==> src/rtl/core/assert_macros.svh <==
// Assertion helpers shared by the RTL. Both expect clk and rst in scope.
`ifndef ASSERT_MACROS_SVH
`define ASSERT_MACROS_SVH

// Condition must hold at every edge outside reset.
`define ASSERT_ALWAYS(label, cond, msg) \
  label: assert property (@(posedge clk) disable iff (rst) (cond)) else $error(msg);

// Condition in one cycle implies a result in the next cycle.
`define ASSERT_NEXT(label, pre, post, msg) \
  label: assert property (@(posedge clk) disable iff (rst) (pre) |=> (post)) else $error(msg);

`endif

==> src/rtl/core/utv_pkg.sv <==
`default_nettype none

package utv_pkg;

  // Allowed range classes for the next continuation byte
  localparam int unsigned CLS_W = 3;
  localparam int unsigned NUM_CLS = 5;
  localparam logic [CLS_W-1:0] CLS_PLAIN = 3'd0;  // 80..BF
  localparam logic [CLS_W-1:0] CLS_E0    = 3'd1;  // A0..BF
  localparam logic [CLS_W-1:0] CLS_ED    = 3'd2;  // 80..9F
  localparam logic [CLS_W-1:0] CLS_F0    = 3'd3;  // 90..BF
  localparam logic [CLS_W-1:0] CLS_F4    = 3'd4;  // 80..8F

  localparam int unsigned PEND_W = 2;

  // Default depth of the queue between classifier and checker
  localparam int unsigned QUEUE_DEPTH = 2;

  // One classified item as it travels through the queue
  typedef struct packed {
    logic [NUM_CLS-1:0] cont_ok;     // byte fits continuation class n
    logic [PEND_W-1:0]  lead_count;  // continuation bytes a lead opens
    logic [CLS_W-1:0]   lead_class;  // class of the first continuation
    logic               lead_bad;    // byte cannot start a character
    logic               last_byte;
    logic               empty_string;
  } item_t;

  // Queue head as seen by the checker
  typedef struct packed {
    logic  valid;
    item_t item;
  } head_t;

endpackage

`default_nettype wire

==> src/rtl/core/utv_front.sv <==
`default_nettype none

module utv_front (
  input  wire logic [7:0]    data_byte,
  input  wire logic          last_byte,
  input  wire logic          empty_string,
  output utv_pkg::item_t     item
);

  logic single_ok;

  always_comb begin
    // Continuation ranges per class
    item.cont_ok = '0;
    item.cont_ok[utv_pkg::CLS_PLAIN] = (data_byte >= 8'h80) && (data_byte <= 8'hBF);
    item.cont_ok[utv_pkg::CLS_E0]    = (data_byte >= 8'hA0) && (data_byte <= 8'hBF);
    item.cont_ok[utv_pkg::CLS_ED]    = (data_byte >= 8'h80) && (data_byte <= 8'h9F);
    item.cont_ok[utv_pkg::CLS_F0]    = (data_byte >= 8'h90) && (data_byte <= 8'hBF);
    item.cont_ok[utv_pkg::CLS_F4]    = (data_byte >= 8'h80) && (data_byte <= 8'h8F);

    // Lead byte decode: tab, LF, CR, printable ASCII, or a multi-byte lead
    single_ok = (data_byte == 8'h09) || (data_byte == 8'h0A) || (data_byte == 8'h0D) ||
                ((data_byte >= 8'h20) && (data_byte <= 8'h7E));
    item.lead_count = '0;
    item.lead_class = utv_pkg::CLS_PLAIN;
    item.lead_bad   = 1'b0;
    if (single_ok) begin
      item.lead_count = '0;
    end else if ((data_byte >= 8'hC2) && (data_byte <= 8'hDF)) begin
      item.lead_count = 2'd1;
    end else if (data_byte == 8'hE0) begin
      item.lead_count = 2'd2;
      item.lead_class = utv_pkg::CLS_E0;
    end else if (data_byte == 8'hED) begin
      item.lead_count = 2'd2;
      item.lead_class = utv_pkg::CLS_ED;
    end else if ((data_byte >= 8'hE1) && (data_byte <= 8'hEF)) begin
      item.lead_count = 2'd2;
    end else if (data_byte == 8'hF0) begin
      item.lead_count = 2'd3;
      item.lead_class = utv_pkg::CLS_F0;
    end else if (data_byte == 8'hF4) begin
      item.lead_count = 2'd3;
      item.lead_class = utv_pkg::CLS_F4;
    end else if ((data_byte >= 8'hF1) && (data_byte <= 8'hF3)) begin
      item.lead_count = 2'd3;
    end else begin
      item.lead_bad = 1'b1;
    end
    item.last_byte    = last_byte;
    item.empty_string = empty_string;
  end

endmodule

`default_nettype wire

==> src/rtl/core/utv_queue.sv <==
`default_nettype none

`include "assert_macros.svh"

// Small FIFO of classified items; the user must keep DEPTH a power of two, 2 to 16 (not enforced here).
module utv_queue #(
  parameter int unsigned DEPTH = utv_pkg::QUEUE_DEPTH
) (
  input  wire logic           clk,
  input  wire logic           rst,
  input  wire logic           push,
  input  wire utv_pkg::item_t push_item,
  output logic                full,
  output utv_pkg::head_t      head,
  input  wire logic           pop
);

  localparam int unsigned PTR_W = $clog2(DEPTH);
  localparam int unsigned CNT_W = $clog2(DEPTH + 1);

  utv_pkg::item_t    slots [DEPTH];
  logic [PTR_W-1:0]  wr_ptr;
  logic [PTR_W-1:0]  rd_ptr;
  logic [CNT_W-1:0]  count;
  logic              do_push;
  logic              do_pop;

  assign full      = (count == CNT_W'(DEPTH));
  assign do_push   = push && !full;
  assign do_pop    = pop && (count != '0);
  assign head.valid = (count != '0);
  assign head.item  = slots[rd_ptr];

  // Pointers and fill count
  always_ff @(posedge clk) begin
    if (rst) begin
      wr_ptr <= '0;
      rd_ptr <= '0;
      count  <= '0;
    end else begin
      if (do_push) wr_ptr <= wr_ptr + PTR_W'(1);
      if (do_pop)  rd_ptr <= rd_ptr + PTR_W'(1);
      count <= count + CNT_W'(do_push) - CNT_W'(do_pop);
    end
  end

  // Storage
  always_ff @(posedge clk) begin
    if (do_push) slots[wr_ptr] <= push_item;
  end

  `ASSERT_ALWAYS(a_count_bound, count <= CNT_W'(DEPTH), "queue count above depth")
  `ASSERT_ALWAYS(a_ptr_gap, (wr_ptr - rd_ptr) == PTR_W'(count), "queue pointers off count")

endmodule

`default_nettype wire

==> src/rtl/core/utv_back.sv <==
`default_nettype none

`include "assert_macros.svh"

module utv_back (
  input  wire logic           clk,
  input  wire logic           rst,
  input  wire utv_pkg::head_t head,
  output logic                pop,
  output logic                result_valid,
  output logic                result_bit,
  input  wire logic           result_ready
);

  logic [utv_pkg::PEND_W-1:0] pending_count, pending_count_next;
  logic [utv_pkg::CLS_W-1:0]  next_cont_class, next_cont_class_next;
  logic                       error_seen, error_seen_next;
  logic                       fits;
  logic                       ends;
  logic                       verdict;
  utv_pkg::item_t             it;

  assign it  = head.item;
  assign pop = head.valid && (!result_valid || result_ready);
  assign ends = it.empty_string || it.last_byte;

  // Continuation check for the stored class; unused codes act as plain
  always_comb begin
    case (next_cont_class)
      utv_pkg::CLS_E0: fits = it.cont_ok[utv_pkg::CLS_E0];
      utv_pkg::CLS_ED: fits = it.cont_ok[utv_pkg::CLS_ED];
      utv_pkg::CLS_F0: fits = it.cont_ok[utv_pkg::CLS_F0];
      utv_pkg::CLS_F4: fits = it.cont_ok[utv_pkg::CLS_F4];
      default:         fits = it.cont_ok[utv_pkg::CLS_PLAIN];
    endcase
  end

  // Sequence state update for one byte
  always_comb begin
    pending_count_next   = pending_count;
    next_cont_class_next = next_cont_class;
    error_seen_next      = error_seen;
    if (error_seen) begin
      error_seen_next = 1'b1;
    end else if (pending_count != '0) begin
      if (fits) begin
        pending_count_next   = pending_count - 2'd1;
        next_cont_class_next = utv_pkg::CLS_PLAIN;
      end else begin
        error_seen_next = 1'b1;
      end
    end else if (it.lead_bad) begin
      error_seen_next = 1'b1;
    end else begin
      pending_count_next   = it.lead_count;
      next_cont_class_next = it.lead_class;
    end
    verdict = it.empty_string || (!error_seen_next && (pending_count_next == '0));
  end

  // State registers: a string end returns everything to reset
  always_ff @(posedge clk) begin
    if (rst) begin
      pending_count   <= '0;
      next_cont_class <= utv_pkg::CLS_PLAIN;
      error_seen      <= 1'b0;
    end else if (pop) begin
      if (ends) begin
        pending_count   <= '0;
        next_cont_class <= utv_pkg::CLS_PLAIN;
        error_seen      <= 1'b0;
      end else begin
        pending_count   <= pending_count_next;
        next_cont_class <= next_cont_class_next;
        error_seen      <= error_seen_next;
      end
    end
  end

  // Output register
  always_ff @(posedge clk) begin
    if (rst) begin
      result_valid <= 1'b0;
    end else if (pop && ends) begin
      result_valid <= 1'b1;
    end else if (result_ready) begin
      result_valid <= 1'b0;
    end
  end

  always_ff @(posedge clk) begin
    if (pop && ends) result_bit <= verdict;
  end

  `ASSERT_NEXT(a_end_gives_result, pop && ends, result_valid, "string end without result")
  `ASSERT_NEXT(a_end_clears, pop && ends,
               pending_count == '0 && !error_seen && next_cont_class == utv_pkg::CLS_PLAIN,
               "state not cleared after string end")

endmodule

`default_nettype wire

==> src/rtl/core/utf8_text_validator_unit.sv <==
// Channel  | Dir | tdata                  | tlast     | tuser
// s_axis   | in  | [7:0] data_byte        | last_byte | [0] empty_string
// m_axis   | out | [0] string_valid, zero | -         | -
//
// One item is accepted per cycle while the queue is not full; the checker
// updates its sequence state as it pops each item.
// A result passes through the queue slot and then the output register
// before it is valid.
// Results appear only on items that end a string (last_byte or empty_string).
// Reset empties the queue, clears sequence state and drops any pending result.
// A stalled output holds the checker; the queue keeps input accepted until full.
`default_nettype none

module utf8_text_validator_unit #(
  parameter int unsigned QUEUE_DEPTH = utv_pkg::QUEUE_DEPTH
) (
  input  wire logic       clk,
  input  wire logic       rst,
  input  wire logic       s_axis_tvalid,
  output logic            s_axis_tready,
  input  wire logic [7:0] s_axis_tdata,   // [7:0] data_byte
  input  wire logic       s_axis_tlast,
  input  wire logic [0:0] s_axis_tuser,   // [0] empty_string
  output logic            m_axis_tvalid,
  input  wire logic       m_axis_tready,
  output logic [7:0]      m_axis_tdata    // [0] string_valid, [7:1] zero
);

  utv_pkg::item_t  cls_item;
  utv_pkg::head_t  head;
  logic            full;
  logic            pop;
  logic            result_bit;

  assign s_axis_tready = !full;
  assign m_axis_tdata  = {7'd0, result_bit};

  utv_front u_front (
    .data_byte    (s_axis_tdata),
    .last_byte    (s_axis_tlast),
    .empty_string (s_axis_tuser[0]),
    .item         (cls_item)
  );

  utv_queue #(
    .DEPTH (QUEUE_DEPTH)
  ) u_queue (
    .clk       (clk),
    .rst       (rst),
    .push      (s_axis_tvalid),
    .push_item (cls_item),
    .full      (full),
    .head      (head),
    .pop       (pop)
  );

  utv_back u_back (
    .clk          (clk),
    .rst          (rst),
    .head         (head),
    .pop          (pop),
    .result_valid (m_axis_tvalid),
    .result_bit   (result_bit),
    .result_ready (m_axis_tready)
  );

endmodule

`default_nettype wire
==> config.mk <==
export PLATFORM = sky130hd
export DESIGN_NAME = utf8_text_validator_unit
export DESIGN_NICKNAME = d
export VERILOG_FILES = /design/src/rtl/core/utv_pkg.sv /design/src/rtl/core/utv_front.sv /design/src/rtl/core/utv_queue.sv /design/src/rtl/core/utv_back.sv /design/src/rtl/core/utf8_text_validator_unit.sv
export VERILOG_INCLUDE_DIRS = /design/src /design/src/rtl/core
export SDC_FILE = /design/constraint.sdc
export NUM_CORES = 1
export LEC_CHECK = 0
export BUFFER_PORTS_ARGS = -buffer_cell sky130_fd_sc_hd__buf_2
export CAP_MARGIN = 30
export CORE_MARGIN = 2
export CORE_UTILIZATION = 60
export CTS_CLUSTER_DIAMETER = 60
export DETAILED_ROUTE_END_ITERATION = 8
export GPL_ROUTABILITY_DRIVEN = 1
export GPL_TIMING_DRIVEN = 1
export PLACE_DENSITY = 0.93
export SLEW_MARGIN = 10
export SYNTH_ARGS = -nofsm -noshare
export SYNTH_HDL_FRONTEND = slang
export SYNTH_SLANG_ARGS = --single-unit
==> constraint.sdc <==
create_clock -name clk -period 3.7 [get_ports clk]
set_input_delay 0.925 -clock clk [delete_from_list [all_inputs] [get_ports clk]]
set_output_delay 0.925 -clock clk [all_outputs]
set_load 0.01 [all_outputs]
# After elaboration in Yosys (flattened, before gate mapping)
# Memories as Yosys holds them, arrays and structs flattened. A register that Yosys moved wholly into a read port is not among the register bits.
# Cells that the tools add are included.
dict set report totals {
  reg_bits 12
  ram_bits 26
  input_bits 14
  output_inout_bits 10
  memories 1
}
# memory words width read_ports rd_ports_with_merged_regs write_ports line
set mem_list {}
lappend mem_list {u_queue.slots 2 13 1 1 1 utv_queue.sv:21} ;# utv_pkg::item_t slots [DEPTH];
dict set report op_classes {
  addsub 5
  magnitude_cmp 14
  n_eq_ne 15
  muxes 39
  reduce_logical 28
}
# operator n
set op_table {}
lappend op_table {{$ge 8x8->1 const B} 6}
lappend op_table {{$le 8x8->1 const B} 6}
lappend op_table {{$eq 8x8->1 const B} 4}
lappend op_table {{$eq 8x4->1 const B} 3}
lappend op_table {{$mux 2} 10}
lappend op_table {{$mux 3} 6}
lappend op_table {{$mux 1} 16}
lappend op_table {{$mux 5} 3}
lappend op_table {{$logic_and 1x1->1} 14}
lappend op_table {{$mux 4} 3}
lappend op_table {{$ge 8x6->1 const B} 1}
lappend op_table {{$le 8x7->1 const B} 1}
lappend op_table {{$eq 3x2->1 const B} 2}
lappend op_table {{$logic_or 1x1->1} 6}
lappend op_table {{$reduce_bool 2->1} 3}
lappend op_table {{$pmux 1 s4} 1}
lappend op_table {{$reduce_and 4->1} 1}
lappend op_table {{$eq 3x1->1 const B} 1}
lappend op_table {{$eq 3x3->1 const B} 1}
lappend op_table {{$logic_not 1->1} 3}
lappend op_table {{$ne 3x1->1 const B} 1}
lappend op_table {{$ne 3x2->1 const B} 1}
lappend op_table {{$add 1x1->1 const B} 2}
lappend op_table {{$add 2x1->2} 1}
lappend op_table {{5 further kinds} 5}

# Longest topological paths before layout
dict set report logic_depth {
  depth_word 10
  mapped_depth 9
  mapped_depth_nobuf 9
}

# Hierarchy
# Synthesis repeated with hierarchy kept, for this count alone.
dict set report hier_totals {
  cells_unflattened 185
  hier_area_um2 2064.5
}
# mod instances cells_each area_per_inst_um2 seq_area_each_um2
set by_module_without_submodules {}
lappend by_module_without_submodules {utv_queue 1 67 1169.9 880.8}
lappend by_module_without_submodules {utv_back 1 72 598.1 170.2}
lappend by_module_without_submodules {utv_front 1 36 229.0 0.0}
lappend by_module_without_submodules {utf8_text_validator_unit 1 10 67.6 0.0}

# Worst setup path before layout
# OpenSTA, ideal clock, no wires.
dict set report synth_path {
  kind {input port to flip-flop}
  startpoint {input m_axis_tready}
  endpoint {register u_queue.count[1]}
  arrival_time_ns 2.138
  required_time_ns 3.572
  setup_slack_ns 1.434
  stages 9
  path_buffers 0
  path_cell_list {nand2b_1 -> o21ai_0 -> inv_1 -> ha_1 -> inv_1 -> ha_1 -> xor2_1 -> xnor2_1 -> nor2_1}
}
dict set report synth_between {
  elab_chain_cells 4
}
# element line
set synth_rtl {}
lappend synth_rtl {{from (decl)} utf8_text_validator_unit.sv:25} ;# input wire logic m_axis_tready,
lappend synth_rtl {{$logic_or 1x1->1} utv_back.sv:24} ;# assign pop = head.valid && (!result_valid || result_ready);
lappend synth_rtl {{$logic_and 1x1->1} utv_back.sv:24}
lappend synth_rtl {{named net pop} utf8_text_validator_unit.sv:32} ;# logic pop;
lappend synth_rtl {{$logic_and 1x1->1} utv_queue.sv:30} ;# assign do_pop = pop && (count != '0);
lappend synth_rtl {{$sub 2x1->2} utv_queue.sv:43} ;# count <= count + CNT_W'(do_push) - CNT_W'(do_pop);
lappend synth_rtl {{to (signal assigned)} utv_queue.sv:43}
lappend synth_rtl {{to (decl)} utv_queue.sv:24} ;# logic [CNT_W-1:0] count;
# The timed path passes the listed nets, and every way through them passes these cells.
# A chain may end at the register's enable or synchronous reset.

==> key figures <==
Worst hold path
  • Depth of the worst hold-timing path: 2
  • Worst hold path class: flop to flop
  • Hold Path End: u_back.result_valid
  • Origin of the worst min-delay path: u_back.result_valid

Power and ir drop
  • Sw Ratio: between 30 and 40%
  • Total leakage power: 0.000788 uW
  • Pwr/cell area: 581 nW/um^2
  • Proportion of power drawn by combinational gates: about a third
  • PnR Total Power: about 1200 uW
  • Share of total power in sequential cells: approximately half
  • Peak ir drop on the vdd network: 366 uV
  • Switching component of the power: about 420 uW
  • Fraction of power consumed by the clock network: between 10% and 20%
  • Internal power component: 795 uW

Floorplanning
  • Vert. Die Dim: roughly 61 um
  • Total I/O pin count: 24
  • Die Footprint: around 3700 um^2
  • Row Count: 20
  • Initial cell density of the core: between 60% and 70%
  • Core area: 3080 um^2
  • Floorplan die width: 61.1 um

Clock tree
  • Clock sinks: 39
  • TritonCTS clock tree: built
  • Skew-Pair Late Insertion Delay: approximately 340 ps
  • CTS max path bufs: 2
  • Max H-tree Level: 2
  • Cells resized by post-CTS repair: 0
  • Clock-pin transition on the worst setup and hold timing paths: roughly 110 ps
  • Number of setup buffers added after CTS: 0
  • CTS Hold Bufs: 0
  • Number of clock buffers inserted by TritonCTS: 5
  • Buffer cell driving the clock tree root: clkbuf_4

Final layout
  • Final Net Count: about 210
  • Leading cell type in the layout, fill and taps excluded: edfxtp_1
  • Most frequent cells in the layout: 27 x edfxtp_1, 18 x nor2_1, 16 x buf_2, 15 x inv_1, 12 x dfxtp_1
  • Layout cells sized above 1: ~16%
  • Fillers: 223
  • Diodes inserted: 0
  • Area grow syn2layout: 6.52%
  • Area of the multi-input gates: 785 um^2
  • Post-Route Utilization: 67.7%
  • Area used by sequential logic in the layout: around 1100 um^2

Yosys
  • Library cell occupying the most area in the post-synthesis netlist: edfxtp_1
  • Dominant register cell in the synthesized netlist: edfxtp_1
  • Number of enable flip-flop cells after synthesis: 27
  • Yosys Warn Count: 0
  • Cell variety after synth: 45
  • Sequential cell area fraction in the yosys report: between 50% and 60%
  • Synth Register Bits: 39
  • Post-synthesis instance total: 180
  • Mean instance size in the synthesized netlist: 10.9 um^2
  • Synth top area cells: edfxtp_1 41%, dfxtp_1 12%, mux2i_1 5.6%
  • Area share of the leading cell type in the synthesized netlist: 41.4%
  • Proportion of synthesized flip-flops having asynchronous set or reset: 0%
  • Area of the mapped netlist: between 1500 and 2000 um^2

Worst setup path
  • Critical path fanouts, max: 18
  • Setup slack of the most critical reg-to-reg path: 1310 ps
  • Kind of end point of the critical path: flop
  • Destination of the worst register-to-register timing path: u_back.result_bit
  • Depth of the most critical reg-to-reg path: 5
  • Worst path required time: 3810 ps
  • Critical Path Start Type: flop
  • Type of the setup path with the least slack: flop to flop
  • Highest cell delay on the worst timing path: between 800 and 900 ps
  • Max stage delay cell, worst path: dfxtp_1
  • Critical path cell sequence: mux2i_1, o32ai_2, o31ai_2, a221oi_2, o22a_1
  • Data arrival time of the worst path: between 2000 and 3000 ps

Flow run
  • Number of max-capacitance violations reported: 0

GRT
  • Wire length of the first global-routing pass: approximately 5400 um
  • Total grt overflow: 0
  • Pin count of the biggest net entering global routing: 19
  • Via count of the first global-routing pass: approximately 1200
  • GR Util All Layers: between 20 and 25%
  • Number of antenna violations at the first check in global routing: 0

Timing
  • Setup repair after global routing missed its margin: false
  • Final-report setup violation count: 0
  • Max Clock Freq: between 0.4 and 0.5 GHz
  • Share of the clock period used by the worst path: between 60% and 70%
  • Final Hold Fails: 0
  • Slew at the pin closest to its max-slew limit: around 770 ps
  • Worst rel slew slack: roughly half
  • Setup TNS: 0 ps
  • Final WS setup: about 1300 ps
  • Post-route clock skew: 8.97 ps
  • Final slew viol count: 0
  • Final period demand of the worst path: about 2400 ps

Run status
  • Status: finished, final reports clean

Drt
  • Routed Wire Length: around 3300 um
  • Average via count per standard cell: between 5 and 6
  • Detail-routed net length per standard cell: around 14 um
  • First-iteration detailed-routing DRC count: 34
  • DRC violation count after routing: 0
  • Routed vias: ~1400
  • Detailed-router iteration count before antenna repair: 4
  • Number of antenna-violating nets in the routed design: 0

Place
  • Post-Place Worst Slack: about 1200 ps
  • IO buf count: 16
  • Detailed placement HPWL: between 2000 and 3000 um
  • Routability cong.: 0.825
synth_stat cells (2+ instances only):
cell / count
clkbuf_1: 3
o32ai_2: 2
and3_1: 3
nor2_1: 18
and2_1: 2
nand3_1: 6
ha_1: 3
a21oi_1: 7
mux2i_1: 11
a31oi_1: 2
or3_1: 2
o211ai_1: 2
xnor2_1: 2
or3b_1: 2
edfxtp_1: 27
inv_1: 15
dfxtp_1: 12
o22ai_1: 5
nor3_1: 7
nand2b_1: 5
nand2_1: 6
xor2_1: 2
buf_4: 8
nor2b_1: 2
o21ai_0: 6
metrics by stage:
stage / instance area, um^2 / std cells / hold slack [ps]
after CTS: 2080 / 242 / 500
after global routing: 2080 / 242 / 523
final: 2080 / 242 / 499
after floorplan: 1980 / 186 / 465
after detailed placement: 2030 / 234 / 481
after global placement: 2030 / 233 / 481
final cells by class:
cell class	count	area share [%]
Timing Repair Buffer	17	4.20
Clock inverter	1	0.240
Sequential cell	39	50.4
Multi-Input combinational cell	119	37.6
Clock buffer	7	2.16
Inverter	15	2.70
Tap cell	44	2.64
layer usage:
metal | vias up | share of wire [%] | track usage, %
li1 | 670 | - | -
met1 | 636 | 45 | 25.9
met2 | 49 | 49 | 33.4
met3 | 6 | 5.0 | 5.04
met4 | 0 | 1.6 | 7.45
met5 | - | 0 | 0
cell families after synthesis:
kind of cell | Yosys count | synth area share (%)
other | 1 | 0.192
adders and majority gates | 3 | 1.92
buffers and inverters | 28 | 7.35
and+or+nand+nor | 58 | 15.3
xor gates and xnor gates | 4 | 1.79
AOI/OAI and AO/OA | 36 | 14.1
muxes | 11 | 5.63
DFF | 39 | 53.7
state kept, by name (all words and copies together), names as in the netlist, 2 cells and up, named ones only:
register / cells
u_queue.count: 2
u_queue.slots: 26
u_back.pending_count: 2
u_back.next_cont_class: 3
worst max-delay path: cells and delay by family, from the launching register on:
| kind | cells | cell delay [ps] |
|---|---|---|
| muxes | 1 | 370 |
| DFF | 1 | 840 |
| AOI/OAI and AO/OA | 4 | 950 |
power groups by stage:
stage	clock network [uW]	logic, uW	registers, uW
after global placement	0	367	624
after detailed placement	0	387	627
after global routing	228	434	628
after CTS	209	389	618
after floorplan	0	338	597
final	204	389	618
worst max path at each step:
stage | startpoint | endpoint | slack [ps] | cells past startpoint
after floorplan | m_axis_tready | u_queue.count[1] | 1430 | 9
after global placement | m_axis_tready | u_queue.count[1] | 1290 | 10
after detailed placement | m_axis_tready | u_queue.count[1] | 1220 | 10
after CTS | flop | u_back.result_bit | 1290 | 5
after global routing | flop | u_back.result_bit | 1160 | 5
final | flop | u_back.result_bit | 1310 | 5
Power figures use the tool's default switching activity.
